<file path="src/rtl/core/mouse_click_chatter_filter_top_defines.svh">
// Assertion helpers shared by the chatter filter RTL.
`ifndef MOUSE_CLICK_CHATTER_FILTER_TOP_DEFINES_SVH
`define MOUSE_CLICK_CHATTER_FILTER_TOP_DEFINES_SVH

// Check on every clock edge outside reset.
`define MCCF_ASSERT(lbl, prop, msg) \
  lbl: assert property (@(posedge clk) disable iff (!rst_n) prop) else $error(msg);

// Check on every clock edge, reset included.
`define MCCF_ASSERT_ALWAYS(lbl, prop, msg) \
  lbl: assert property (@(posedge clk) prop) else $error(msg);

`endif

</file>
<file path="src/rtl/core/mccf_pkg.sv">
package mccf_pkg;

  localparam int NUM_BUTTONS = 3;
  localparam int TIME_BITS   = 32;
  localparam int BTN_W       = 2;
  localparam int CFG_W       = 16;
  localparam int CFG_IDX_W   = 1;

  localparam logic [CFG_W-1:0] DEBOUNCE_RST = CFG_W'(45);
  localparam logic [CFG_W-1:0] LEEWAY_RST   = CFG_W'(60);

  localparam logic CMD_PRESS   = 1'b0;
  localparam logic CMD_RELEASE = 1'b1;

  localparam logic [CFG_IDX_W-1:0] CFG_IDX_DEBOUNCE = CFG_IDX_W'(0);
  localparam logic [CFG_IDX_W-1:0] CFG_IDX_LEEWAY   = CFG_IDX_W'(1);

  typedef struct packed {
    logic [TIME_BITS-1:0] last_press;
    logic [TIME_BITS-1:0] last_release;
    logic [TIME_BITS-1:0] last_blocked_gap;
    logic                 was_blocked;
    logic                 pass_armed;
    logic                 seen_press;
  } btn_state_t;

  typedef struct packed {
    logic [TIME_BITS-1:0] hold;
    logic [TIME_BITS-1:0] release_gap;
    logic [TIME_BITS-1:0] press_gap;
    logic                 first_press;
    logic                 blocked;
  } result_t;

endpackage

</file>
<file path="src/rtl/core/mccf_eval.sv">
module mccf_eval (
  input  logic                          cmd,
  input  logic [mccf_pkg::TIME_BITS-1:0] ts,
  input  logic [mccf_pkg::CFG_W-1:0]    debounce,
  input  logic [mccf_pkg::CFG_W-1:0]    leeway,
  input  mccf_pkg::btn_state_t          st,
  output mccf_pkg::btn_state_t          st_nxt,
  output mccf_pkg::result_t             res
);
  import mccf_pkg::*;

  logic [TIME_BITS-1:0] since_press;
  logic [TIME_BITS-1:0] since_release;
  logic [TIME_BITS:0]   gap_sum;
  logic                 over_leeway;
  logic                 armed;
  logic                 block;

  assign since_press   = ts - st.last_press;
  assign since_release = ts - st.last_release;
  // one extra bit keeps the two-gap sum from wrapping
  assign gap_sum     = {1'b0, st.last_blocked_gap} + {1'b0, since_press};
  assign over_leeway = gap_sum > (TIME_BITS+1)'(leeway);
  assign armed       = st.pass_armed && !(st.was_blocked && over_leeway);
  assign block       = armed && (since_press <= TIME_BITS'(debounce));

  always_comb begin
    st_nxt = st;
    res    = '0;
    case (cmd)
      CMD_PRESS: begin
        res.blocked     = block;
        res.first_press = !st.seen_press;
        res.press_gap   = since_press;
        res.release_gap = since_release;
        st_nxt.seen_press  = 1'b1;
        st_nxt.pass_armed  = armed;
        st_nxt.was_blocked = block;
        st_nxt.last_press  = ts;
        if (block) begin
          st_nxt.last_blocked_gap = since_press;
        end
      end
      CMD_RELEASE: begin
        res.hold            = since_press;
        st_nxt.last_release = ts;
        st_nxt.pass_armed   = 1'b1;
      end
      default: begin
        st_nxt = st;
      end
    endcase
  end

endmodule

</file>
<file path="src/rtl/core/mouse_click_chatter_filter_top.sv">
// Mouse button chatter filter.
// Input stream: one beat per button event. in_tuser carries the event kind
// and the button number, in_tdata the event time in ms. Each accepted beat
// for a valid button gives one output beat: the blocked and first-press
// flags in out_tuser, and the press gap, release gap and hold time in
// out_tdata. Beats naming a button number past the last button are taken
// and dropped without a result or any change of state.
// The result is registered: it appears in the cycle after the input beat is taken.
// Throughput: one event per cycle while the output is not stalled; the
// per-button read-modify-write of the timing registers completes in the cycle of acceptance.
// A stalled output holds its beat; a new input is taken in the same cycle
// that the waiting beat leaves, so the pipeline never bubbles.
// The cfg port writes the debounce and leeway limits; write only while no
// beat is in flight.
// Reset (rst_n low, synchronous) clears all button state, empties the
// output register and restores the limits to 45 ms and 60 ms.
`include "mouse_click_chatter_filter_top_defines.svh"

module mouse_click_chatter_filter_top (
  input  logic                             clk,
  input  logic                             rst_n,
  input  logic                             in_tvalid,
  output logic                             in_tready,
  input  logic [31:0]                      in_tdata,  // [31:0] timestamp_ms
  input  logic [7:0]                       in_tuser,  // [0] cmd, [2:1] button
  output logic                             out_tvalid,
  input  logic                             out_tready,
  output logic [95:0]                      out_tdata, // [31:0] press_gap_ms,
                                                      // [63:32] release_gap_ms,
                                                      // [95:64] hold_ms
  output logic [7:0]                       out_tuser, // [0] blocked, [1] first_press
  input  logic                             cfg_we,
  input  logic [mccf_pkg::CFG_IDX_W-1:0]   cfg_idx,
  input  logic [mccf_pkg::CFG_W-1:0]       cfg_wdata
);
  import mccf_pkg::*;

  btn_state_t           st_r [NUM_BUTTONS];
  btn_state_t           sel_st;
  btn_state_t           st_nxt;
  result_t              res;
  result_t              res_r;
  logic                 out_valid_r;
  logic [CFG_W-1:0]     debounce_r;
  logic [CFG_W-1:0]     leeway_r;
  logic [BTN_W-1:0]     btn;
  logic                 cmd;
  logic [TIME_BITS-1:0] ts;
  logic                 btn_ok;
  logic                 in_acc;

  assign cmd       = in_tuser[0];
  assign btn       = in_tuser[BTN_W:1];
  assign ts        = in_tdata[TIME_BITS-1:0];
  assign in_tready = !out_valid_r || out_tready;
  assign in_acc    = in_tvalid && in_tready;

  always_comb begin
    sel_st = '0;
    btn_ok = 1'b0;
    for (int i = 0; i < NUM_BUTTONS; i++) begin
      if (btn == BTN_W'(i)) begin
        sel_st = st_r[i];
        btn_ok = 1'b1;
      end
    end
  end

  mccf_eval u_eval (
    .cmd      (cmd),
    .ts       (ts),
    .debounce (debounce_r),
    .leeway   (leeway_r),
    .st       (sel_st),
    .st_nxt   (st_nxt),
    .res      (res)
  );

  always_ff @(posedge clk) begin
    if (!rst_n) begin
      for (int i = 0; i < NUM_BUTTONS; i++) begin
        st_r[i] <= '0;
      end
    end else if (in_acc && btn_ok) begin
      for (int i = 0; i < NUM_BUTTONS; i++) begin
        if (btn == BTN_W'(i)) begin
          st_r[i] <= st_nxt;
        end
      end
    end
  end

  always_ff @(posedge clk) begin
    if (!rst_n) begin
      debounce_r <= DEBOUNCE_RST;
      leeway_r   <= LEEWAY_RST;
    end else if (cfg_we) begin
      case (cfg_idx)
        CFG_IDX_DEBOUNCE: debounce_r <= cfg_wdata;
        CFG_IDX_LEEWAY:   leeway_r   <= cfg_wdata;
        default: begin
          debounce_r <= debounce_r;
        end
      endcase
    end
  end

  // advance the output beat; drop events for absent buttons
  always_ff @(posedge clk) begin
    if (!rst_n) begin
      out_valid_r <= 1'b0;
    end else if (in_tready) begin
      out_valid_r <= in_acc && btn_ok;
    end
  end

  always_ff @(posedge clk) begin
    if (in_tready) begin
      res_r <= res;
    end
  end

  assign out_tvalid = out_valid_r;
  assign out_tdata  = {res_r.hold, res_r.release_gap, res_r.press_gap};
  assign out_tuser  = {6'b0, res_r.first_press, res_r.blocked};

  `MCCF_ASSERT_ALWAYS(a_rst_empty, !rst_n |=> !out_tvalid, "output valid after reset")
  `MCCF_ASSERT(a_drop_oob, (in_tready && !(in_acc && btn_ok)) |=> !out_tvalid,
    "result for dropped event")
  `MCCF_ASSERT(a_kind_fields, out_tvalid |-> (res_r.hold == '0) ||
    (out_tuser == '0 && res_r.press_gap == '0 && res_r.release_gap == '0),
    "press and release fields mixed")
  `MCCF_ASSERT(a_block_limit, (out_tvalid && res_r.blocked) |->
    (res_r.press_gap <= TIME_BITS'(debounce_r)), "blocked press above debounce limit")

endmodule
</file>
<file path="config.mk">
export PLATFORM = sky130hd
export DESIGN_NAME = mouse_click_chatter_filter_top
export DESIGN_NICKNAME = d
export VERILOG_FILES = /design/src/rtl/core/mccf_pkg.sv /design/src/rtl/core/mccf_eval.sv /design/src/rtl/core/mouse_click_chatter_filter_top.sv
export VERILOG_INCLUDE_DIRS = /design/src /design/src/rtl/core
export SDC_FILE = /design/constraint.sdc
export NUM_CORES = 1
export LEC_CHECK = 0
export ABC_CLOCK_PERIOD_IN_PS = 13150
export BUFFER_PORTS_ARGS = -buffer_cell sky130_fd_sc_hd__buf_4
export CAP_MARGIN = 20
export CORE_UTILIZATION = 60
export CTS_CLUSTER_DIAMETER = 40
export DETAILED_ROUTE_END_ITERATION = 16
export PLACE_DENSITY_LB_ADDON = 0.2
export SETUP_SLACK_MARGIN = 0.5
export SYNTH_ARGS = -nofsm -noshare
export SYNTH_HDL_FRONTEND = slang
export SYNTH_HIERARCHICAL = 1
export SYNTH_SLANG_ARGS = --single-unit
</file>
<file path="constraint.sdc">
create_clock -name clk -period 13.15 [get_ports clk]
set_clock_uncertainty 0.15 [all_clocks]
set_input_delay 0.6575 -clock clk [delete_from_list [all_inputs] [get_ports clk]]
set_output_delay 0.6575 -clock clk [all_outputs]
set_load 0.01 [all_outputs]
</file>
# After elaboration in Yosys (flattened, before gate mapping)
# Memory sizes are Yosys's and may differ from the RTL's.
# Index checks and enable logic that the tools add are counted.
# word_totals
ramBits	297
n_memories	1
inputBits	62
register_bits	131
elab_cells	60
# memory_table
memory	depth	word_bits	rd	rd_clocked_by_memory_dff	write_ports	line	source
st_r	3	99	3	0	3	mouse_click_chatter_filter_top.sv:38	btn_state_t st_r [NUM_BUTTONS];
# op_classes
add_sub_neg	3
n_bitwise	5
n_mux	27
magnitude_cmp	2
n_eq_ne	2
n_reduce_logical	12
# op_table
op	count
two-way mux 99 bit	6
two-way mux 32 bit	3
subtractor 32 bit	2
adder 32 x 32 -> 33 bit	1
> comparator 33 x 16 -> 1 bit	1
two-way mux 33 bit	1
<= comparator 32 x 16 -> 1 bit	1
two-way mux 1 bit	16
logical AND 1 bit	5
AND reduction 2 bit	2
zero test 1 bit	3
OR 1 bit	3
equality test 2 x 1 -> 1 bit (second input constant)	1
equality test 2 bit (second input constant)	1
zero test 2 bit	1
inverter 1 bit	2
one-hot mux 1 bit (2 select lines)	1
logical OR 1 bit	1

# Longest topological paths before layout
# logic_depth
depth_word	14
depth_mapped	34
depth_no_buf	30

# Hierarchy
# The synthesis kept the hierarchy.
# modules_own_cells
module	instances	cells_each	area_each_um2
mouse_click_chatter_filter_top	1	999	15961.6
mccf_eval	1	1152	7656.1

# Least setup slack after synthesis
# No wires, ideal clock.
# synth_timing
path_type	input to register
startpoint	input port out_tready
endpoint	memory st_r[0][0] (netlist bit) (enable)
t_required_ps	12297
path_slack_ps	3399
path_stages	3
setup_ps	703
arrival_ps	8898
path_buffers	0
path_cell_list	nand2b_4 nand2_1 o31ai_1
# synth_rtl
element	line	source
from (decl)	mouse_click_chatter_filter_top.sv:27	input logic out_tready,
to (decl)	mouse_click_chatter_filter_top.sv:38	

==> out/summary.md <==
The run finished with clean final reports. The count of warnings emitted by yosys is 6. The share of the synthesized area in the top cell type is 50.22%, and the share of final-layout standard cells stronger than drive strength 1 is 14.70%.

The cell area that synthesis handed to floorplanning was 0.02362 mm². The number of DRC markers after the initial detailed-route iteration came out at 1207. Clock tree synthesis found a total of 428 sinks. In the synthesized netlist, the number of instances is 2151. The cell depth of the worst min-delay path is 3.

For the final routed DRC violation total, the log shows 0. For this design, the slowest cell found on the critical path is sky130_fd_sc_hd__a2111oi_0. The number of register bits inferred by synthesis is 428, and the number of hold buffers added after cts is 0.

Gates resized during post-CTS repair numbered 0. The die height was 200.4 µm; the shortest period the worst path allows was 8.992 ns. The setup path with the least slack is of type in2reg. Number of antenna cells inserted: 0. For the number of hold-slack violations in the final timing report, the log shows 0. The xor-xnor portion of the synthesized cell area is 2.596%. For the pin with the worst max-slew slack, the measured transition is 1.136 ns.

The run gives 4.91 ns as the reg2reg setup slack. After synthesis, the share of flip-flops with an asynchronous set or reset is 0%. By area the synthesized netlist is led by sky130_fd_sc_hd__edfxtp_1 (50%), sky130_fd_sc_hd__ha_1 (6.8%), sky130_fd_sc_hd__mux2i_1 (4.5%). Setup violations remaining at the end of the flow were counted as 0. For the pin count of the biggest net entering global routing, the log shows 100.

The worst stage delay on the critical path works out to 0.87 ns. The logs give 16.46k for the via total after detailed routing and 0.61 ns for the clock insertion delay at the later pin of the skew report. The post-detailed-route via-to-cell ratio works out to 5.772. After synthesis, the largest family of logic cells by area is simple AND/OR/NAND/NOR gates.

In this run the tightest slew margin relative to its limit is 24.25%. The number of buffers inserted by port buffering was 156. Pin placement for this block handled 168 I/O pins. After detailed routing, the average wire length per cell comes to 19.49 µm. The global-route total usage across every layer is 27.76%. For the final routed database, the setup TNS stands at 0 ns. Post-detailed-route count of antenna-violating nets: 0.

The highest ir drop seen on vdd was 142.6 µV; the complex-gate fraction of the synthesized area was 11.85%. By instance count, the cell type seen most on the critical path is sky130_fd_sc_hd__buf_4. The routability congestion estimate from global placement is 0.9017, and the number of standard-cell rows in the floorplan is 72.

For this run the aggregate overflow at the end of global routing stands at 0. The max-cap check violation count was 0; the mean instance size in the synthesized netlist was 10.98 µm². The final count of pins violating max slew is 0, and the maximum root-to-sink buffer count is 3. The power density over the cells came out at 156.3 mW/mm².

The number of global-route vias before repair was 16.45k; the cell depth of the worst flop-to-flop path was 26. Distinct cell type count after synthesis: 75. TritonCTS built the clock tree. The area growth from synthesis to layout is 14.47%.

The synthesized netlist devotes 14.14% of its cell area to simple gates. The adder-cell share of the synthesized area was 7.088%. The worst setup path is launched from an input pin. Based on the critical path, the design can be clocked at up to 0.1112 GHz.

The die is 200.4 µm wide. The tools report the post-CTS setup buffer count as 0. The final layout contains routed wiring with a total length of 55600 µm. The initial utilization of the core area, before any placement, comes to 60.97%. Setup repair after global routing left no endpoint under its margin. Once placement finished, the instance area stood at 0.02512 mm². The most common flop cell mapped by yosys is sky130_fd_sc_hd__edfxtp_1.

For the final design instance area without fill, the log shows 0.02703 mm². Summing all multi-input logic gate instances after layout gives 0.01009 mm². The deepest level of the CTS H-tree was 2; the filler cell count was 2877.

The worst setup path is captured at a flip-flop. The sum of internal, switching and leakage power was 4.224 mW; the clock input transition at the sequential cells of the worst setup and hold paths was 0.06 ns. The initial antenna violation count came out at 1.

The run gives 88310 µm as the wire length of the first global-routing pass. The wire-length estimate of the detail-placed layout is 36080 µm. The full die area is 0.04016 mm², and the highest net fanout along the worst path is 43. For the worst setup path, the data arrival time is 9.19 ns. The root buffer cell is sky130_fd_sc_hd__clkbuf_16.

The region available for standard cell placement spans 0.03874 mm². For this design the static power due to leakage is 11.11 nW. The tightest min-delay check is of the in2reg type. Number of buffers created by CTS: 56. For this run, the post-layout net count is 2483. The final cycle utilization of the critical path works out to 68.38%. Yosys mapped a number of flops with a built-in enable equal to 395. The tools report the proportion of synthesized chip area in sequential cells as 53.02%.

After synthesis, the share of cell area in mux cells is 6.781%. The sequential cell area came out at 0.01252 mm². Top cell type by total area after synthesis: sky130_fd_sc_hd__edfxtp_1. The first TritonRoute pass finished after 5 iterations. For the worst setup path, the data required time is 13.35 ns.
==> report_power, final <==
part	internal [mW]	switching [mW]	total, mW
clock network	0.917	0.609	1.53
logic	0.412	0.623	1.04
registers	1.63	0.0359	1.66
total	2.96	1.27	4.22
==> worst paths after layout <==
| kind | startpoint | end |
|---|---|---|
| setup / recovery | in_tuser[1] | st_r[0][5]$_DFFE_PP_ |
| hold / removal | cfg_wdata[2] | debounce_r[2]$_SDFFE_PN1P_ |
| setup reg to reg | st_r[0][166]$_DFFE_PP_ | st_r[0][5]$_DFFE_PP_ |
| hold reg to reg | leeway_r[8]$_SDFFE_PN0P_ | leeway_r[8]$_SDFFE_PN0P_ |
==> area by class of cell <==
| type | instances | area share [%] |
|---|---|---|
| sequential | 428 | 46.32 |
| multi-input combinational | 1486 | 37.32 |
| timing repair buffer | 179 | 5.012 |
| inverter | 138 | 1.916 |
| clock inverter | 42 | 1.624 |
| tap | 518 | 2.397 |
| clock buffer | 61 | 5.410 |
==> Yosys cell counts (4+ instances only) <==
cell,instances
sky130_fd_sc_hd__edfxtp_1,395
sky130_fd_sc_hd__nand2_1,254
sky130_fd_sc_hd__o21ai_0,180
sky130_fd_sc_hd__and2_1,139
sky130_fd_sc_hd__inv_1,138
sky130_fd_sc_hd__ha_1,129
sky130_fd_sc_hd__mux2i_1,106
sky130_fd_sc_hd__nor2_1,100
sky130_fd_sc_hd__a21oi_1,90
sky130_fd_sc_hd__xnor2_1,46
sky130_fd_sc_hd__clkbuf_1,45
sky130_fd_sc_hd__a21o_1,37
sky130_fd_sc_hd__mux2_2,36
sky130_fd_sc_hd__nand3_1,36
sky130_fd_sc_hd__dfxtp_1,33
sky130_fd_sc_hd__nor2b_1,31
sky130_fd_sc_hd__a21boi_0,27
sky130_fd_sc_hd__xor2_1,24
sky130_fd_sc_hd__o21a_1,23
sky130_fd_sc_hd__buf_2,21
sky130_fd_sc_hd__nand4_1,19
sky130_fd_sc_hd__nor3_1,18
sky130_fd_sc_hd__buf_4,17
sky130_fd_sc_hd__nand2b_1,17
sky130_fd_sc_hd__a31oi_1,12
sky130_fd_sc_hd__mux2_1,12
sky130_fd_sc_hd__a211oi_1,11
sky130_fd_sc_hd__clkbuf_2,11
sky130_fd_sc_hd__o211ai_1,11
sky130_fd_sc_hd__and2_4,10
sky130_fd_sc_hd__o21bai_1,10
sky130_fd_sc_hd__buf_6,7
sky130_fd_sc_hd__o31ai_1,7
sky130_fd_sc_hd__or3_1,7
sky130_fd_sc_hd__a211o_1,5
sky130_fd_sc_hd__and3_1,5
sky130_fd_sc_hd__and4_1,5
sky130_fd_sc_hd__nor3b_1,5
sky130_fd_sc_hd__or2_2,5
sky130_fd_sc_hd__a311oi_1,4
sky130_fd_sc_hd__o2111ai_1,4
sky130_fd_sc_hd__or4_1,4
==> kinds of logic after synthesis <==
family,Yosys count
simple gates,670
compound gates,454
flops,428
buf+inv,242
mux,154
fa+ha+maj,132
xor+xnor,70
other cells,1
==> sequential cells by signal (all words and copies together), names as in the netlist <==
register,cells
out_tuser,2
debounce_r,16
out_tdata,96
leeway_r,16
out_tvalid,1
st_r,297
==> layer usage <==
layer / global-route usage [%] / share of wire, %
met5: 0 / 0
met1: 36.72 / 43
met3: 4.719 / 5.8
met4: 6.407 / 1.5
met2: 47.79 / 49
==> critical path: cells and delay by family <==
family	cells	cell delay (ns)
AO/OA/AOI/OAI	8	2.80
buffers and inverters	5	2.18
AND/OR/NAND/NOR	6	1.29
XOR/XNOR	2	0.88
adder cells (fa/ha/maj)	2	0.77
multiplexers	2	0.53
==> cells in the final DEF, fill, tap and decap left out, types with 6 or more instances in the layout <==
master,instances
sky130_fd_sc_hd__edfxtp_1,395
sky130_fd_sc_hd__nand2_1,253
sky130_fd_sc_hd__o21ai_0,179
sky130_fd_sc_hd__buf_4,177
sky130_fd_sc_hd__and2_1,139
sky130_fd_sc_hd__inv_1,138
sky130_fd_sc_hd__ha_1,129
sky130_fd_sc_hd__mux2i_1,106
sky130_fd_sc_hd__nor2_1,100
sky130_fd_sc_hd__a21oi_1,90
sky130_fd_sc_hd__clkbuf_16,58
sky130_fd_sc_hd__xnor2_1,46
sky130_fd_sc_hd__a21o_1,37
sky130_fd_sc_hd__nand3_1,36
sky130_fd_sc_hd__mux2_2,36
sky130_fd_sc_hd__dfxtp_1,33
sky130_fd_sc_hd__nor2b_1,30
sky130_fd_sc_hd__a21boi_0,27
sky130_fd_sc_hd__xor2_1,24
sky130_fd_sc_hd__o21a_1,23
sky130_fd_sc_hd__nand4_1,19
sky130_fd_sc_hd__nor3_1,18
sky130_fd_sc_hd__nand2b_1,17
sky130_fd_sc_hd__a31oi_1,12
sky130_fd_sc_hd__mux2_1,12
sky130_fd_sc_hd__o211ai_1,11
sky130_fd_sc_hd__a211oi_1,11
sky130_fd_sc_hd__and2_4,10
sky130_fd_sc_hd__o21bai_1,10
sky130_fd_sc_hd__clkinvlp_4,8
sky130_fd_sc_hd__inv_6,7
sky130_fd_sc_hd__or3_1,7
sky130_fd_sc_hd__conb_1,6
sky130_fd_sc_hd__clkinv_1,6
sky130_fd_sc_hd__clkinv_2,6
sky130_fd_sc_hd__o31ai_1,6
==> metrics by stage <==
step	cells	util, %	hold WS (ns)	worst slack, ns
after global routing	2852	69.79	0.1183	3.535
after detailed placement	2748	64.84	0.3041	3.614
after global placement	2748	64.84	0.2983	3.614
after floorplan	2156	-	0.2851	3.399
final	2852	69.79	0.1239	4.158
after CTS	2851	69.75	0.09738	4.247
No activity file was read; power rests on OpenSTA's default activity.
